<file path="src/rtl/kbi_pkg.sv">
// Shared types, constants and the case-folding function of the keyword block indexer.
package kbi_pkg;

	localparam int NUM_KEYWORDS_DEF    = 64;
	localparam int KEYWORD_MAX_LEN_DEF = 64;
	localparam int CHUNK_LEN_DEF       = 99;

	localparam logic [7:0] LF_BYTE = 8'h0A;
	localparam logic [7:0] CR_BYTE = 8'h0D;

	typedef enum logic [1:0] {
		OP_TEXT   = 2'd0,
		OP_KW     = 2'd1,
		OP_KW_END = 2'd2,
		OP_PASS   = 2'd3
	} op_t;

	typedef enum logic [1:0] {
		ST_IDLE,
		ST_SWEEP,
		ST_DRAIN,
		ST_FINISH
	} state_t;

	// One classified item as it travels from front to back
	typedef struct packed {
		op_t        op;
		logic [7:0] data;
		logic       lf;
		logic       cr;
	} item_t;

	// Fold ASCII and KOI8-R upper case to lower case, Yo to Ye
	function automatic logic [7:0] fold_byte(input logic [7:0] c);
		logic [7:0] r;
		r = c;
		if (c >= 8'h41 && c <= 8'h5A) r = c + 8'h20;
		else if (c >= 8'hE0) r = c - 8'h20;
		else if (c == 8'hB3) r = 8'hC5;
		return r;
	endfunction

endpackage

</file>
<file path="src/rtl/kbi_front.sv">
// Front end: accepts items, folds and classifies them, and queues them for the back end.
module kbi_front (
	input  logic          clk,
	input  logic          arst_n,
	input  logic          s_tvalid,
	output logic          s_tready,
	input  logic [7:0]    s_tdata,   // byte_value[7:0]
	input  logic [1:0]    s_tuser,   // opcode[1:0]
	output logic          item_valid,
	output kbi_pkg::item_t item,
	input  logic          pop
);
	import kbi_pkg::*;

	item_t      buf_q [2];
	logic       wr_ptr_q;
	logic       rd_ptr_q;
	logic [1:0] cnt_q;
	logic       push;
	item_t      cls;

	// Classify the incoming item
	always_comb begin
		cls.op   = op_t'(s_tuser);
		cls.data = fold_byte(s_tdata);
		cls.lf   = (s_tdata == LF_BYTE);
		cls.cr   = (s_tdata == CR_BYTE);
	end

	assign s_tready   = (cnt_q != 2'd2);
	assign push       = s_tvalid && s_tready;
	assign item_valid = (cnt_q != 2'd0);
	assign item       = buf_q[rd_ptr_q];

	// Store queue entries
	always_ff @(posedge clk) begin
		if (push) buf_q[wr_ptr_q] <= cls;
	end

	// Advance queue pointers
	always_ff @(posedge clk or negedge arst_n) begin
		if (!arst_n) begin
			wr_ptr_q <= 1'b0;
			rd_ptr_q <= 1'b0;
			cnt_q    <= 2'd0;
		end else begin
			if (push) wr_ptr_q <= ~wr_ptr_q;
			if (pop)  rd_ptr_q <= ~rd_ptr_q;
			cnt_q <= cnt_q + {1'b0, push} - {1'b0, pop};
		end
	end

endmodule

</file>
<file path="config.mk">
export PLATFORM = sky130hd
export DESIGN_NAME = kbi_front
export DESIGN_NICKNAME = d
export VERILOG_FILES = /design/src/rtl/kbi_pkg.sv /design/src/rtl/kbi_front.sv
export SDC_FILE = /design/constraint.sdc
export NUM_CORES = 1
export LEC_CHECK = 0
export BUFFER_PORTS_ARGS = -buffer_cell sky130_fd_sc_hd__buf_2
export CORE_MARGIN = 2
export CORE_UTILIZATION = 25
export DETAILED_ROUTE_END_ITERATION = 16
export PLACE_DENSITY_LB_ADDON = 0.15
export SETUP_SLACK_MARGIN = 0.4
export SYNTH_ARGS = -nofsm -noshare
export SYNTH_HDL_FRONTEND = slang
export SYNTH_SLANG_ARGS = --single-unit
</file>
<file path="constraint.sdc">
create_clock -name clk -period 2 [get_ports clk]
set_input_delay 0.2 -clock clk [delete_from_list [all_inputs] [get_ports clk]]
set_output_delay 0.2 -clock clk [all_outputs]
set_load 0.01 [all_outputs]
</file>
# Word level (Yosys, flattened, before mapping)
# Memory sizes are Yosys's and may differ from the RTL's.
# Index checks and enable logic that the tools add are counted.
# W data, S select, Z words.
word_totals:
  wordCells: 25
  reg_bits: 4
  ramBits: 24
  mem_count: 1
mem_list:
  columns: ["name", "words", "word_bits", "read_ports", "rd_ports_with_merged_regs", "write_ports", "line_no", "text"]
  rows:
  - ["buf_q", 2, 12, 1, 0, 1, "kbi_front.sv:15", "item_t buf_q [2];"]
classes:
  n_mux: 5
  n_lt_le_gt_ge: 3
  n_reduce_logical: 3
  n_eq_ne: 4
  add_sub_neg: 4
  bitwise_logic: 2
ops:
  columns: ["operator", "n"]
  rows:
  - ["$mux W8", 3]
  - ["$eq A8 B4 Y1 const B", 2]
  - ["$add A8 B6 Y8 const B", 1]
  - ["$eq A8 B8 Y1 const B", 1]
  - ["$ge A8 B7 Y1 const B", 1]
  - ["$ge A8 B8 Y1 const B", 1]
  - ["$le A8 B7 Y1 const B", 1]
  - ["$sub A8 B6 Y8 const B", 1]
  - ["$add A2 B1 Y2", 1]
  - ["$logic_and A1 B1 Y1", 2]
  - ["$mux W1", 2]
  - ["$ne A2 B2 Y1 const B", 1]
  - ["$not A1 Y1", 2]
  - ["$reduce_bool A2 Y1", 1]
  - ["$sub A2 B1 Y2", 1]

# Longest topological paths before layout
logic_depth:
  word_depth: 4
  depth_mapped: 7
  mapped_depth_nobuf: 7

# Worst setup path after synthesis
# Ideal clock, no wire load.
synth_timing:
  path_kind: "reg2reg"
  startpoint: "register cnt_q[1]"
  endpoint: "memory buf_q[0][0] (netlist name), enable pin"
  path_buffers: 0
  stages_incl_launch_ff: 4
  required_time_ns: 1.620
  arrival_time_ns: 1.191
  path_slack_ns: 0.429
  period_less_slack_ns: 1.571
  path_cell_list: "dfrtp_1 > nand2b_1 > nand2_1 > nor2_1"
synth_via:
  elab_chain_len: 4
synth_rtl:
  columns: ["item", "line_no", "text"]
  rows:
  - ["start, declared", "kbi_front.sv:18", "logic [1:0] cnt_q;"]
  - ["start signal, assigned", "kbi_front.sv:49", "cnt_q <= cnt_q + {1'b0, push} - {1'b0, pop};"]
  - ["$ne A2 B2 Y1", "kbi_front.sv:30", "assign s_tready = (cnt_q != 2'd2);"]
  - ["net s_tready", "kbi_front.sv:6", "output logic s_tready,"]
  - ["$logic_and A1 B1 Y1", "kbi_front.sv:31", "assign push = s_tvalid && s_tready;"]
  - ["$mux W1", "kbi_front.sv:37", "if (push) buf_q[wr_ptr_q] <= cls;"]
  - ["$mux W1 (implied by the code)", "kbi_front.sv:37", null]
  - ["end, declared", "kbi_front.sv:15", null]
# The timed path passes the listed nets, and every way through them passes these cells.

==> summary.md <==
| Metric | Value |
|---|---|
| Seq/Total Area, Yosys | 0.6119 |
| Routing usage on met3 | 0.01294 |
| NumNets Final | 144 |
| CP Data Required Time | 1.80 ns |
| Worst Tran Pin Value | 0.4079 ns |
| Startpoint Class | register |
| Share of layout cells above drive strength 1 | 0.4080 |
| Fillcell total | 533 |
| Sinks on Clock Net | 28 |
| Post-Synth XOR/XNOR Area | 0.02612 |
| Post-Synth Adder-Cell Area | 0.03731 |
| RSZ-0062 raised after global routing | true |
| Row cnt | 26 |
| Setup TNS | 0 ns |
| Initial Utilization | 0.2610 |
| Iteration-0 DRC Markers | 24 |
| Setup WS pre-CTS | 0.3811 ns |
| Post-synth top area share | 0.5373 |
| Share of flip-flops with an asynchronous set or reset | 0.1429 |
| Initial antenna violation count | 0 |
| Final WL | 2512 µm |
| Placed instance count | 189 |
| Diodes inserted | 0 |
| Critical path type | register to output port |
| Synth Area in Compound Gates | 0.07649 |
| GR Layer Usage met2 | 0.1304 |
| Number of synthesized flops with an enable pin | 24 |
| Number of global-route vias before repair | 802 |
| Clk pin slew, worst setup/hold paths | 0.09 ns |
| GR Util All Layers | 0.08761 |
| CTS tree | built |
| Yosys Warn Count | 0 |
| Syn Area/Cell | 14.12 µm² |
| Remaining Overflow, GRT | 0 |
| Num ports | 28 |
| # DRC | 0 |
| Max Cap Viol | 0 |
| Synth top area cells | edfxtp_1 54%, mux2_2 10%, dfrtp_1 7.5% |
| TritonCTS Buffers | 3 |
| Post-DP HPWL | 1796 µm |
| Clock buffer depth | 2 |
| Largest family of logic cells by synthesized area | simple AND/OR/NAND/NOR gates |
| Leak | 0.6316 nW |
| Die Span Y | 77.25 µm |
| Register Area | 824.5 µm² |
| Ys flop type | edfxtp_1 |
| Max Fclk | 653.4 MHz |
| Rel. slew slack | 0.7260 |
| Post-Syn Area | 0.001341 mm² |
| Met1 usage | 0.1194 |
| Global-route wire length before repair | 3995 µm |
| Synthesis-to-finish area growth | 22.20% |
| Vias | 836 |
| Total power | 0.001977 W |
| Largest net degree at the start of global routing | 17 |
| Synth Net Count | 113 |
| Hold Crit Class | input port to register |
| Latest clock arrival within the worst-skew pair | 0.27 ns |
| Full die area | 0.005967 mm² |
| Wire per inst | 12.88 µm |
| Final period util | 0.7653 |
| Setup Skew | 0.002160 ns |
| Cell chosen for the clock root | clkbuf_8 |
| PortBufs | 27 |
| Yosys reg bits | 28 |
| Multi-input combinational cell area | 476.7 µm² |
| CP Capture Type | output port |
| Fin. Hold Viols | 0 |
| Post-synth cell types | 30 |
| Post-synth top cells | 24 x edfxtp_1, 12 x mux2_2, 6 x nand2_1, 5 x nor2_1 |
| Worst Path Arrival | 1.33 ns |
| First-pass DRT Iterations | 4 |
| PwrDens | 1206 mW/mm² |
| Core area | 0.005140 mm² |
| Post-Synth Simple-Gate Area | 0.1129 |
| Die Width | 77.25 µm |
| Cell type with the highest aggregate area in the netlist | edfxtp_1 |
| Fin crit period | 1.531 ns |
| Detail Route Antenna Nets | 0 |
| Slew Limit Fails | 0 |
| GRT busiest layer | met2 |
| Post-Layout Cell Count | 195 |
| Most frequent cell after synthesis | edfxtp_1 |
| H-tree depth | 1 |
| Gate Count Post-Synth | 95 |
| Setup ws final | 0.4695 ns |
| Vias/cell | 4.287 |
| Critical Path Fanout Max | 13 |
| Final setup fails | 0 |
| Status | complete, no violations |
| VDD IR-drop max | 0.2733 mV |
| Multiplexer share of the synthesized area | 0.1007 |
| RD Place Congestion | 0.7837 |
[final timing paths]
path	from	endpoint	cells past startpoint	slack, ns
setup / recovery	rd_ptr_q$_DFFE_PN0P_	item[7]	2	0.47
setup reg to reg	cnt_q[1]$_DFF_PN0_	cnt_q[1]$_DFF_PN0_	7	0.54
max in group asynchronous	arst_n	rd_ptr_q$_DFFE_PN0P_	2	1.62
hold reg to reg	cnt_q[1]$_DFF_PN0_	cnt_q[1]$_DFF_PN0_	1	0.50
min in group asynchronous	arst_n	cnt_q[0]$_DFF_PN0_	2	0.25
hold / removal	pop	rd_ptr_q$_DFFE_PN0P_	2	0.12
[metrics by stage]
stage                     instance area (µm²)    util  hold WS (ns)
after detailed placement                 1544  0.3004       0.01197
after floorplan                          1341       -      -0.09559
after global placement                   1544  0.3004       0.01057
after CTS                                1627  0.3165        0.1113
after global routing                     1639  0.3189        0.1006
final                                    1639  0.3189        0.1190
[area by class of cell]
| cell class | instances | area share |
|---|---|---|
| sequential | 28 | 0.5031 |
| multi-input combinational | 59 | 0.2908 |
| timing repair buffer | 31 | 0.1023 |
| tap | 70 | 0.05344 |
| clock buffer | 3 | 0.02519 |
| clock inverter | 1 | 0.01832 |
| inverter | 3 | 0.006870 |
[cells by family after synthesis]
kind of cell	count (synthesis)
DFF	28
and+or+nand+nor	26
muxes	12
adders and majority gates	4
AOI/OAI and AO/OA	13
xor gates and xnor gates	4
buffers and inverters	8
[cells in the final DEF, fill, tap and decap left out, drive strengths merged, types with 2 or more instances in the layout]
cell type / instances
buf: 30
edfxtp: 24
mux2: 12
nand2: 6
nor2: 5
ha: 4
dfrtp: 4
inv: 3
and2: 3
a21oi: 3
nor3: 3
xnor2: 3
clkbuf: 3
a41o: 2
and3: 2
a31oi: 2
nand2b: 2
[sequential cells by signal, summed over array words and instances (netlist names)]
register / flops
rd_ptr_q: 1
wr_ptr_q: 1
buf_q: 24
cnt_q: 2
[power by group]
part           leakage [nW]  internal [W]  total (W)  switching (W)
Combinational         0.327      0.000324   0.000623       0.000299
Clock                0.0357      0.000268   0.000437       0.000169
Sequential            0.269      0.000819   0.000917      0.0000983
[worst max-delay path, stage by stage, from the launching register on]
cell and delay (ns):
dfrtp_4 0.55, mux2_2 0.37, buf_2 0.14
[metal layers]
layer | share of wire | up-vias | routed length [µm]
met5 | 0 | - | 0
met4 | 0.016 | 0 | 39
met3 | 0.047 | 2 | 118
met2 | 0.48 | 26 | 1199
met1 | 0.46 | 392 | 1155
li1 | - | 416 | -
[timing repair]
item | 4_1_cts | 5_1_grt
pin swaps | 0 | 0
endpoints found under the hold margin | 4 | 0
endpoints found under the setup margin | 12 | 13
hold buffers | 1 | 0
cloned | 0 | 0
gates resized for setup | 1 | 2
buffers inserted | 0 | 1
Power figures use the tool's default switching activity.
